===== src/rtl/mrf_pkg.sv =====
// ----------------------------------------------------------------------------
// mrf_pkg
// Shared types, codes and the CRC-16 byte step for the request filter.
// ----------------------------------------------------------------------------
package mrf_pkg;

	localparam int CNT_W       = 9;
	localparam int TABLE_SLOTS = 8;
	localparam int FIFO_DEPTH  = 2;

	localparam logic [15:0] CRC_INIT       = 16'hFFFF;
	localparam logic [15:0] CRC_POLY       = 16'hA001;
	localparam logic [7:0]  FN_ERR_MASK    = 8'h80;
	localparam logic [7:0]  EXC_ILLEGAL_FN = 8'h01;
	localparam logic [7:0]  BCAST_ADDR     = 8'h00;
	localparam logic [CNT_W-1:0] MIN_FRAME = CNT_W'(4);

	typedef enum logic [2:0] {
		V_DISPATCH  = 3'd0,
		V_EXCEPTION = 3'd1,
		V_SHORT     = 3'd2,
		V_BADCRC    = 3'd3,
		V_BROADCAST = 3'd4,
		V_NOTOURS   = 3'd5,
		V_TOOLONG   = 3'd6
	} verdict_t;

	typedef enum logic [2:0] {
		TX_ADDR  = 3'd0,
		TX_FUNC  = 3'd1,
		TX_CODE  = 3'd2,
		TX_CRC_L = 3'd3,
		TX_CRC_H = 3'd4
	} tx_pos_t;

	typedef enum logic [2:0] {
		CFG_ADDR_A   = 3'd0,
		CFG_ADDR_B   = 3'd1,
		CFG_HCOUNT   = 3'd2,
		CFG_PAIRS_LO = 3'd3,
		CFG_PAIRS_HI = 3'd4
	} cfg_reg_t;

	typedef struct packed {
		verdict_t    verdict;
		logic [2:0]  idx;
		logic [7:0]  len;
		logic [7:0]  addr;
		logic [7:0]  func;
	} frame_rec_t;

	typedef struct packed {
		logic [7:0]  addr_a;
		logic [7:0]  addr_b;
		logic [3:0]  hcount;
		logic [63:0] pairs_lo;
		logic [63:0] pairs_hi;
	} cfg_t;

	function automatic logic [15:0] crc_step(input logic [15:0] crc, input logic [7:0] b);
		logic [15:0] c;
		c = crc ^ {8'h00, b};
		for (int k = 0; k < 8; k++) begin
			c = c[0] ? ((c >> 1) ^ CRC_POLY) : (c >> 1);
		end
		return c;
	endfunction

endpackage


===== src/rtl/modbus_rtu_request_filter_core.sv =====
// ----------------------------------------------------------------------------
// modbus_rtu_request_filter_core
// Checks received request frames (CRC, length, address, handler table) and
// reports a verdict per frame, or sends an illegal-function exception.
//
//   channel  | handshake            | payload
//   ---------+----------------------+-----------------------------------------
//   in       | in_valid / in_stall  | rx_byte, frame_end
//   out      | out_valid/ out_stall | verdict .. last (1 or 5 transfers/frame)
//   cfg      | cfg_we               | cfg_index, cfg_wdata
//
// One byte per cycle in while in_stall is low; the CRC step is combinational.
// A frame end's record passes through the record queue into the output register.
// Exception frames take five output transfers, CRC built one byte each.
// in_stall rises only while the two-entry record queue is full.
// Reset clears frame state, queue and output valid; config takes reset values.
// ----------------------------------------------------------------------------
module modbus_rtu_request_filter_core import mrf_pkg::*; #(
	parameter int MAX_HANDLERS    = 8,
	parameter int MAX_FRAME_BYTES = 255
) (
	input  logic        clk,
	input  logic        arst_n,
	input  logic        in_valid,
	output logic        in_stall,
	input  logic [7:0]  rx_byte,
	input  logic        frame_end,
	output logic        out_valid,
	input  logic        out_stall,
	output logic [2:0]  verdict,
	output logic [2:0]  handler_index,
	output logic [7:0]  frame_length,
	output logic [7:0]  slave_address,
	output logic [7:0]  function_code,
	output logic [7:0]  tx_byte,
	output logic        tx_valid,
	output logic        last,
	input  logic        cfg_we,
	input  logic [2:0]  cfg_index,
	input  logic [63:0] cfg_wdata
);

	cfg_t       cfg_q;
	logic       take;
	logic       push;
	logic       pop;
	logic       q_valid;
	logic       q_full;
	frame_rec_t rec_in;
	frame_rec_t rec_out;

	always_ff @(posedge clk or negedge arst_n) begin
		if (!arst_n) begin
			cfg_q.addr_a   <= 8'd1;
			cfg_q.addr_b   <= 8'd44;
			cfg_q.hcount   <= '0;
			cfg_q.pairs_lo <= '0;
			cfg_q.pairs_hi <= '0;
		end else if (cfg_we) begin
			unique case (cfg_index)
				CFG_ADDR_A:   cfg_q.addr_a   <= cfg_wdata[7:0];
				CFG_ADDR_B:   cfg_q.addr_b   <= cfg_wdata[7:0];
				CFG_HCOUNT:   cfg_q.hcount   <= cfg_wdata[3:0];
				CFG_PAIRS_LO: cfg_q.pairs_lo <= cfg_wdata;
				CFG_PAIRS_HI: cfg_q.pairs_hi <= cfg_wdata;
				default:      cfg_q          <= cfg_q;
			endcase
		end
	end

	assign in_stall = q_full;
	assign take     = in_valid && !in_stall;

	mrf_front #(
		.MAX_HANDLERS    (MAX_HANDLERS),
		.MAX_FRAME_BYTES (MAX_FRAME_BYTES)
	) u_front (
		.clk       (clk),
		.arst_n    (arst_n),
		.take      (take),
		.rx_byte   (rx_byte),
		.frame_end (frame_end),
		.cfg       (cfg_q),
		.push      (push),
		.rec       (rec_in)
	);

	mrf_fifo u_fifo (
		.clk       (clk),
		.arst_n    (arst_n),
		.push      (push),
		.wr_rec    (rec_in),
		.pop       (pop),
		.not_empty (q_valid),
		.full      (q_full),
		.rd_rec    (rec_out)
	);

	mrf_back u_back (
		.clk           (clk),
		.arst_n        (arst_n),
		.rec_valid     (q_valid),
		.rec           (rec_out),
		.pop           (pop),
		.out_valid     (out_valid),
		.out_stall     (out_stall),
		.verdict       (verdict),
		.handler_index (handler_index),
		.frame_length  (frame_length),
		.slave_address (slave_address),
		.function_code (function_code),
		.tx_byte       (tx_byte),
		.tx_valid      (tx_valid),
		.last          (last)
	);

	a_tx_only_exc: assert property (@(posedge clk) disable iff (!arst_n)
		out_valid |-> (tx_valid == (verdict == V_EXCEPTION)))
		else $error("tx_valid does not match exception verdict");

	a_single_last: assert property (@(posedge clk) disable iff (!arst_n)
		(out_valid && !tx_valid) |-> last)
		else $error("single-result frame without last");

	a_exc_cont: assert property (@(posedge clk) disable iff (!arst_n)
		(out_valid && !out_stall && tx_valid && !last) |=> (out_valid && tx_valid))
		else $error("exception response broken between bytes");

	a_stall_full: assert property (@(posedge clk) disable iff (!arst_n)
		(push && !pop && in_stall) |-> 1'b0)
		else $error("push into full queue");

endmodule


===== src/rtl/mrf_front.sv =====
// ----------------------------------------------------------------------------
// mrf_front
// Byte intake: running CRC, count and header capture; classifies the frame
// on its last byte and pushes one record to the queue.
// ----------------------------------------------------------------------------
module mrf_front import mrf_pkg::*; #(
	parameter int MAX_HANDLERS    = 8,
	parameter int MAX_FRAME_BYTES = 255
) (
	input  logic       clk,
	input  logic       arst_n,
	input  logic       take,
	input  logic [7:0] rx_byte,
	input  logic       frame_end,
	input  cfg_t       cfg,
	output logic       push,
	output frame_rec_t rec
);

	localparam logic [CNT_W-1:0] MAX_CNT = CNT_W'(MAX_FRAME_BYTES);
	localparam logic [3:0]       MAX_H   = 4'(MAX_HANDLERS);

	logic [15:0]      crc_q;
	logic [CNT_W-1:0] cnt_q;
	logic [7:0]       addr_q;
	logic [7:0]       func_q;

	logic [15:0]      crc_n;
	logic [CNT_W-1:0] cnt_n;
	logic [7:0]       addr_n;
	logic [7:0]       func_n;
	logic [3:0]       n_used;
	logic [15:0]      key;
	logic [15:0]      entry;
	logic [TABLE_SLOTS-1:0] hits;
	logic [2:0]       hit_idx;
	logic [127:0]     pairs;

	always_comb begin
		addr_n = (cnt_q == '0) ? rx_byte : addr_q;
		func_n = (cnt_q == CNT_W'(1)) ? rx_byte : func_q;
		crc_n  = crc_step(crc_q, rx_byte);
		cnt_n  = (cnt_q <= MAX_CNT) ? cnt_q + CNT_W'(1) : cnt_q;
	end

	always_comb begin
		pairs  = {cfg.pairs_hi, cfg.pairs_lo};
		n_used = (cfg.hcount > MAX_H) ? MAX_H : cfg.hcount;
		key    = {addr_n, func_n};
		for (int i = 0; i < TABLE_SLOTS; i++) begin
			entry   = pairs[i*16 +: 16];
			hits[i] = (4'(i) < n_used) && (entry == key);
		end
		hit_idx = '0;
		for (int i = TABLE_SLOTS - 1; i >= 0; i--) begin
			if (hits[i]) begin
				hit_idx = 3'(i);
			end
		end
	end

	always_comb begin
		rec.addr = addr_n;
		rec.func = func_n;
		rec.len  = (cnt_n > CNT_W'(255)) ? 8'hFF : cnt_n[7:0];
		rec.idx  = '0;
		priority if (cnt_n > MAX_CNT) begin
			rec.verdict = V_TOOLONG;
		end else if (cnt_n < MIN_FRAME) begin
			rec.verdict = V_SHORT;
		end else if (crc_n != 16'h0000) begin
			rec.verdict = V_BADCRC;
		end else if (addr_n == BCAST_ADDR) begin
			rec.verdict = V_BROADCAST;
		end else if (addr_n != cfg.addr_a && addr_n != cfg.addr_b) begin
			rec.verdict = V_NOTOURS;
		end else if (|hits) begin
			rec.verdict = V_DISPATCH;
			rec.idx     = hit_idx;
		end else begin
			rec.verdict = V_EXCEPTION;
		end
	end

	assign push = take && frame_end;

	always_ff @(posedge clk or negedge arst_n) begin
		if (!arst_n) begin
			crc_q  <= CRC_INIT;
			cnt_q  <= '0;
			addr_q <= '0;
			func_q <= '0;
		end else if (take) begin
			if (frame_end) begin
				crc_q  <= CRC_INIT;
				cnt_q  <= '0;
				addr_q <= '0;
				func_q <= '0;
			end else begin
				crc_q  <= crc_n;
				cnt_q  <= cnt_n;
				addr_q <= addr_n;
				func_q <= func_n;
			end
		end
	end

endmodule


===== src/rtl/mrf_fifo.sv =====
// ----------------------------------------------------------------------------
// mrf_fifo
// Short record queue between frame intake and response output.
// ----------------------------------------------------------------------------
module mrf_fifo import mrf_pkg::*; (
	input  logic       clk,
	input  logic       arst_n,
	input  logic       push,
	input  frame_rec_t wr_rec,
	input  logic       pop,
	output logic       not_empty,
	output logic       full,
	output frame_rec_t rd_rec
);

	localparam int PTR_W = $clog2(FIFO_DEPTH);
	localparam int CNT_FW = $clog2(FIFO_DEPTH + 1);

	frame_rec_t mem_q [FIFO_DEPTH];
	logic [PTR_W-1:0]  wr_ptr_q;
	logic [PTR_W-1:0]  rd_ptr_q;
	logic [CNT_FW-1:0] fill_q;

	assign not_empty = (fill_q != '0);
	assign full      = (fill_q == CNT_FW'(FIFO_DEPTH));
	assign rd_rec    = mem_q[rd_ptr_q];

	always_ff @(posedge clk) begin
		if (push) begin
			mem_q[wr_ptr_q] <= wr_rec;
		end
	end

	always_ff @(posedge clk or negedge arst_n) begin
		if (!arst_n) begin
			wr_ptr_q <= '0;
			rd_ptr_q <= '0;
			fill_q   <= '0;
		end else begin
			if (push) begin
				wr_ptr_q <= (wr_ptr_q == PTR_W'(FIFO_DEPTH - 1)) ? '0 : wr_ptr_q + PTR_W'(1);
			end
			if (pop) begin
				rd_ptr_q <= (rd_ptr_q == PTR_W'(FIFO_DEPTH - 1)) ? '0 : rd_ptr_q + PTR_W'(1);
			end
			unique case ({push, pop})
				2'b10:   fill_q <= fill_q + CNT_FW'(1);
				2'b01:   fill_q <= fill_q - CNT_FW'(1);
				default: fill_q <= fill_q;
			endcase
		end
	end

endmodule


===== src/rtl/mrf_back.sv =====
// ----------------------------------------------------------------------------
// mrf_back
// Result output: one item per frame, or the five-byte exception response
// whose CRC is built one byte per transfer.
// ----------------------------------------------------------------------------
module mrf_back import mrf_pkg::*; (
	input  logic       clk,
	input  logic       arst_n,
	input  logic       rec_valid,
	input  frame_rec_t rec,
	output logic       pop,
	output logic       out_valid,
	input  logic       out_stall,
	output logic [2:0] verdict,
	output logic [2:0] handler_index,
	output logic [7:0] frame_length,
	output logic [7:0] slave_address,
	output logic [7:0] function_code,
	output logic [7:0] tx_byte,
	output logic       tx_valid,
	output logic       last
);

	logic        valid_q;
	frame_rec_t  cur_q;
	logic [7:0]  tx_q;
	logic        txv_q;
	logic        last_q;
	logic        seq_q;
	tx_pos_t     pos_q;
	logic [15:0] crc_q;

	logic        advance;
	logic [7:0]  seq_byte;

	assign advance = !valid_q || !out_stall;
	assign pop     = advance && !seq_q && rec_valid;

	always_comb begin
		unique case (pos_q)
			TX_ADDR:  seq_byte = cur_q.addr;
			TX_FUNC:  seq_byte = cur_q.func | FN_ERR_MASK;
			TX_CODE:  seq_byte = EXC_ILLEGAL_FN;
			TX_CRC_L: seq_byte = crc_q[7:0];
			TX_CRC_H: seq_byte = crc_q[15:8];
			default:  seq_byte = '0;
		endcase
	end

	always_ff @(posedge clk) begin
		if (pop) begin
			cur_q <= rec;
			if (rec.verdict == V_EXCEPTION) begin
				tx_q   <= rec.addr;
				txv_q  <= 1'b1;
				last_q <= 1'b0;
				crc_q  <= crc_step(CRC_INIT, rec.addr);
			end else begin
				tx_q   <= '0;
				txv_q  <= 1'b0;
				last_q <= 1'b1;
			end
		end else if (advance && seq_q) begin
			tx_q   <= seq_byte;
			txv_q  <= 1'b1;
			last_q <= (pos_q == TX_CRC_H);
			if (pos_q == TX_FUNC || pos_q == TX_CODE) begin
				crc_q <= crc_step(crc_q, seq_byte);
			end
		end
	end

	always_ff @(posedge clk or negedge arst_n) begin
		if (!arst_n) begin
			valid_q <= 1'b0;
			seq_q   <= 1'b0;
			pos_q   <= TX_ADDR;
		end else if (advance) begin
			if (seq_q) begin
				valid_q <= 1'b1;
				if (pos_q == TX_CRC_H) begin
					seq_q <= 1'b0;
					pos_q <= TX_ADDR;
				end else begin
					pos_q <= tx_pos_t'(pos_q + 3'd1);
				end
			end else if (rec_valid) begin
				valid_q <= 1'b1;
				if (rec.verdict == V_EXCEPTION) begin
					seq_q <= 1'b1;
					pos_q <= TX_FUNC;
				end
			end else begin
				valid_q <= 1'b0;
			end
		end
	end

	assign out_valid     = valid_q;
	assign verdict       = cur_q.verdict;
	assign handler_index = cur_q.idx;
	assign frame_length  = cur_q.len;
	assign slave_address = cur_q.addr;
	assign function_code = cur_q.func;
	assign tx_byte       = tx_q;
	assign tx_valid      = txv_q;
	assign last          = last_q;

endmodule

===== config.mk =====
export PLATFORM = sky130hd
export DESIGN_NAME = modbus_rtu_request_filter_core
export DESIGN_NICKNAME = d
export VERILOG_FILES = /design/src/rtl/mrf_pkg.sv /design/src/rtl/modbus_rtu_request_filter_core.sv /design/src/rtl/mrf_front.sv /design/src/rtl/mrf_fifo.sv /design/src/rtl/mrf_back.sv
export SDC_FILE = /design/constraint.sdc
export NUM_CORES = 1
export LEC_CHECK = 0
export BUFFER_PORTS_ARGS = -buffer_cell sky130_fd_sc_hd__buf_2
export CAP_MARGIN = 20
export CORE_MARGIN = 5
export CORE_UTILIZATION = 60
export CTS_BUF_LIST = sky130_fd_sc_hd__clkbuf_8 sky130_fd_sc_hd__clkbuf_16
export CTS_CLUSTER_SIZE = 8
export DETAILED_ROUTE_END_ITERATION = 8
export PLACE_DENSITY = 0.8
export SLEW_MARGIN = 20
export SYNTH_ARGS = -nofsm -noshare
export SYNTH_HDL_FRONTEND = slang
export SYNTH_SLANG_ARGS = --single-unit

===== constraint.sdc =====
create_clock -name clk -period 4.01 [get_ports clk]
set_clock_uncertainty 0.05 [all_clocks]
set_input_delay 0.401 -clock clk [delete_from_list [all_inputs] [get_ports clk]]
set_output_delay 0.401 -clock clk [all_outputs]
set_load 0.02 [all_outputs]

After elaboration in Yosys (flattened, before gate mapping). Memories as Yosys holds them, arrays and structs flattened. Cells that the tools add are included.

RAM bits: 60. Memories: 1. Flip-flop bits (word level): 254.

Bitwise logic cells: 27. Equality and inequality tests: 24. Reduce and logical (&&, ||, !) cells: 39. $lt $le $gt $ge: 12. Mux-type cells: 81. Add/subtract/negate cells: 6.

Memory list: u_fifo.mem_q (depth 2, width 30, rd ports 1, clocked after memory_dff 0, wr ports 1, RTL line mrf_fifo.sv:19) `frame_rec_t mem_q [FIFO_DEPTH];`.

Operator list (number): two-way mux 16 bit (29); == test 16 bit (8); NOT 2 -> 3 bit (24); two-way mux 3 bit (23); two-way mux 8 bit (8); case mux 8 bit (5 select lines) (1); bitwise XOR 16 x 8 -> 16 bit (2); two-way mux 9 bit (2); less-than comparator 3 x 4 -> 1 bit, first input constant (4); two-way mux 1 bit (16); != test 8 bit (2); NOT 8 -> 16 bit (1); nonzero test 16 bit (1); logical AND 1 bit (14); == test 3 x 2 -> 1 bit, second input constant (4); nonzero test 2 bit (6); AND reduction 2 bit (5); adder 9 x 1 -> 9 bit, second input constant (1); == test 3 x 1 -> 1 bit, second input constant (3); == test 9 x 1 -> 1 bit, second input constant (1); greater-than comparator 9 x 8 -> 1 bit, second input constant (1); less-or-equal comparator 9 x 8 -> 1 bit, second input constant (1); logical NOT 9 bit (1); less-than comparator 9 x 3 -> 1 bit, second input constant (1); 19 further kinds (30).

Logic depth before layout (Yosys ltp).
Depth after elaboration: 22. Mapped depth: 14. Depth with buffers taken out: 13.

Cells and area by module. Synthesis repeated with hierarchy kept, for this count alone.

Cells, all modules: 1485. Area, all modules: 17466.8 sq um.

Modules (own cells, without submodules): mrf_front (area an instance 6118.4 sq um, sequential area each 1046.0 sq um, times used 1, cells an instance 803); modbus_rtu_request_filter_core (area an instance 5860.6 sq um, sequential area each 3708.6 sq um, times used 1, cells an instance 317); mrf_back (area an instance 3126.7 sq um, sequential area each 1806.7 sq um, times used 1, cells an instance 256); mrf_fifo (area an instance 2361.0 sq um, sequential area each 1901.8 sq um, times used 1, cells an instance 109).

Least setup slack after synthesis. Ideal clock, no wire load.

Path type: input-to-reg. Start point: in rx_byte[4]. End point: mem u_fifo.mem_q[0][26] (netlist bit), data pin. Setup slack: 0.315 ns. Arrival time: 3.447 ns. Buffers on the path: 1. Library setup time: 0.197 ns. Stages: 13. Cells stage by stage: clkbuf_1 > xnor2_1 > xnor2_2 > xnor2_1 > xnor2_1 > xnor2_1 > ha_1 > or4b_2 > nor4_1 > nand4_1 > or3_1 > nand4b_1 > nor4_1.

RTL lines: start, declared (RTL line modbus_rtu_request_filter_core.sv:26) `input logic [7:0] rx_byte,`; end, declared (RTL line mrf_fifo.sv:19).

==> run summary <==
The area growth from synthesis to layout came out at 15.6%. The cell with the largest stage delay on the worst path is sky130_fd_sc_hd__or4b_2. The top cell types in the final layout, fill and taps aside, are sky130_fd_sc_hd__mux2_2 (178), sky130_fd_sc_hd__dfrtp_1 (178), sky130_fd_sc_hd__xnor2_1 (123).

Detailed routing inserted a total of 10.5k vias. The critical path goes through xnor2_2 -> xnor2_1 -> xnor2_1 -> xnor2_1 -> xnor2_1 -> ha_1 -> or4b_2 -> nor4_2 -> nand4_1 -> or3_4 -> nand4b_1 -> nor4_2. For the pin with the worst max-slew slack, the measured transition is just over 900 ps. The count of antenna diodes in the layout came out at 0. In this design, the stage delay of the slowest critical-path cell is 610 ps.

The final cycle utilization of the critical path is 96.0%. The worst-case IR drop observed on VDD is around 0.00070 V. The number of maximum-capacitance constraint violations came out at 0. The CTS H-tree depth is 2. The path class of the tightest hold or removal check is input port to flop. At the placement stage, the worst setup path has a slack of -56.5 ps. After detailed routing, the total wire length is 38.0 mm.

No sink is reached through more buffers than the 3 on the longest clock path. In this run the vertical extent of the chip is around 170 µm. The number of optimization iterations in the first detailed-route pass came out at 5.

The area of the multi-input gates came out at 6700 µm². The overall overflow remaining after global route came out at 0. The worst-path maximum fanout came out at 4. TritonCTS built the clock tree. The effective utilization at floorplan came out at around three fifths. The area of the placeable core came out at approximately 26000 µm².

The I/O pin total is 123. The number of nets still failing antenna checks after routing is 0. The number of enable-type register cells in the synthesized netlist is 116. The power density over the cells is 816 nW/µm². The total power consumption of the routed design came out at roughly 15000 µW. In this design, the critical path's most frequently occurring cell is sky130_fd_sc_hd__xnor2_1.

The pin count of the biggest net entering global routing came out at 90. The number of antenna violations at the first check in global routing is 0. The via count of the first global-routing pass is 10.8k.

Summed over its instances, the top area cell type makes up 28.6% of the synthesized netlist area. The post-route cell area came out at 18000 µm². The yosys synthesis warning count came out at 0.

Counting flops with an async set or reset pin after synthesis yields a share of 63.1%. The total nets after synthesis is 1325. The area enclosed by the die boundary came out at 29300 µm². The number of nets in the final layout came out at ~1.5k. STA classifies the critical path endpoint as a flop. By startpoint and endpoint, the worst setup path is classified as flop to flop. The die boundary width came out at 171 µm. The worst setup path is launched from a flop.

The worst-skew pair later-pin latency is 540 ps. The total of endpoints with negative setup slack in the final report came out at 0. The number of standard cells after synthesis is 1234. The cell sitting at the root of the clock tree is a sky130_fd_sc_hd__clkbuf_16. The first global-routing pass estimated roughly 59 mm of wire. Among all flip-flop cells after synthesis, the most frequent one is sky130_fd_sc_hd__dfrtp_1. In this run the core area contains about 60 standard-cell rows. The combined flip-flop and latch cell area is between 8000 and 9000 µm².

TritonCTS created between 40 and 50 clock buffers. The per-cell routed wire length came out at 21.7 µm. The share of the yosys chip area belonging to registers is a little over half.

The analysis attributes to cell leakage a power of 0.00743 µW. The synthesized design spends more area on one cell type than any other, namely sky130_fd_sc_hd__dfrtp_1. The flow ran to the end, and the final reports show no timing, DRC or antenna violations. The share of post-route cells with drive strength above 1 is 32.6%. The global placement routability congestion came out at 0.952. The number of fillers in the final layout came out at around 1.8k. After layout, the minimum clock period comes to ~3900 ps. The number of distinct standard cells referenced by the synthesized netlist came out at 77. The first routing iteration left 891 violations. The total count of hold-check failures in the final report was 0. In the routed design, unresolved DRC markers number 0. By area the synthesized netlist is led by sky130_fd_sc_hd__dfrtp_1 (29%), sky130_fd_sc_hd__edfxtp_1 (22%), sky130_fd_sc_hd__mux2_2 (13%), sky130_fd_sc_hd__xnor2_1 (7.1%), sky130_fd_sc_hd__xor2_1 (4.1%). The number of buffer cells added on primary ports is 122. The synthesized area per cell is 12.6 µm². The max-slew violation count is 0. The global routing usage summed across all routing layers came out at 25.9%. The maximum clock frequency came out at ~0.26 GHz. The netlist area before placement is 15600 µm². The post-route worst setup slack came out at 159 ps. The register bit count reported by yosys is 314. The worst slew margin relative to its limit is between 30% and 40%.

The worst setup slack for register-to-register paths is ~160 ps. The total half-perimeter wirelength after legalization and detailed placement came out at 26.4 mm. In the routed layout, each cell is associated on average with a via count of 5.99.

Clock-pin slew was measured on the worst setup and hold paths at roughly 50 ps. The required time reported for the critical path endpoint is between 4000 and 5000 ps. Summed over all failing endpoints, the final setup total negative slack is 0 ps.

The core utilization of the finished layout came out at between 60% and 70%. For the worst setup path, the data arrival time is 4150 ps. The placement-stage cell area is around 17000 µm². The clock net in this run drives a total of 314 sinks.
==> registers in the layout, indices dropped and copies added, names as in the netlist, 2 cells and up <==
register / cells
u_fifo.fill_q: 2
u_back.slave_address: 8
u_back.verdict: 3
u_fifo.mem_q: 60
u_back.handler_index: 3
u_front.func_q: 8
u_back.tx_byte: 8
u_back.frame_length: 8
u_front.crc_q: 16
u_back.function_code: 8
u_back.pos_q: 3
u_front.addr_q: 8
cfg_q: 148
u_front.cnt_q: 9
u_back.crc_q: 16
==> metrics by stage <==
step                hold WS, ps  instances
detailed placement          409       1671
finish                     60.2       1754
global placement            401       1671
CTS                        45.5       1753
floorplan                  55.4       1234
global route               47.9       1754
==> layout make-up <==
class,count,share of cell area (%)
clock inverter,36,0.916
inverter,43,0.895
sequential,314,46.9
tap,335,2.32
clock buffer,45,6.25
timing repair buffer,168,5.50
multi-input combinational,813,37.2
==> kinds of logic (layout without fill, tap and decap cells) <==
group | Yosys count | after routing | synth area share [%]
compound gates | 158 | 158 | 6.68
xor+xnor | 200 | 200 | 11.3
fa+ha+maj | 10 | 10 | 0.802
buf+inv | 107 | 292 | 3.13
flops | 314 | 314 | 54.3
mux | 197 | 197 | 14.6
simple gates | 248 | 248 | 9.27
==> cells in the mapped netlist, drive strengths merged (19+ instances only) <==
cell type,number
dfrtp,178
mux2,178
xnor2,127
edfxtp,116
xor2,73
nand2,63
o21ai,50
a21oi,46
inv,43
clkbuf,42
nor2,32
nand4,30
nor4,28
buf,22
dfstp,20
mux2i,19
==> per-layer routing <==
metal / up-vias / wire, µm / global-route usage, %
met5: - / 0 / 0
met4: 0 / 1710 / 12.0
met3: 103 / 2670 / 4.16
met2: 429 / 18200 / 42.1
met1: 5224 / 15400 / 34.3
li1: 4747 / - / -
==> worst paths after layout <==
kind | to | start | depth (start not counted)
setup / recovery | u_fifo.mem_q[0][26] | u_front.crc_q[1] | 12
max in group asynchronous | cfg_q[140] | arst_n | 3
hold reg to reg | u_front.crc_q[4] | u_front.crc_q[4] | 2
min in group asynchronous | u_front.cnt_q[6] | arst_n | 2
setup reg to reg | u_fifo.mem_q[0][26] | u_front.crc_q[1] | 12
hold / removal | cfg_q[23] | cfg_wdata[23] | 2
==> worst max-delay path, delay by kind of cell, from the launching register on <==
| kind | cells | cell delay, ps |
|---|---|---|
| flops | 1 | 550 |
| simple gates | 6 | 2000 |
| xor+xnor | 5 | 910 |
| fa+ha+maj | 1 | 180 |
==> timing repair <==
item | CTS | global route
hold buffers | 1 | 0
endpoints found under the hold margin | 80 | 0
resized for setup | 0 | 6
setup buffers | 0 | 1
endpoints found under the setup margin | 0 | 6
==> where the power goes <==
group	internal [µW]	switching, µW
Sequential	4580	717
Clock	2020	1350
Combinational	2650	3390
Total	9250	5460
Power figures use the tool's default switching activity.
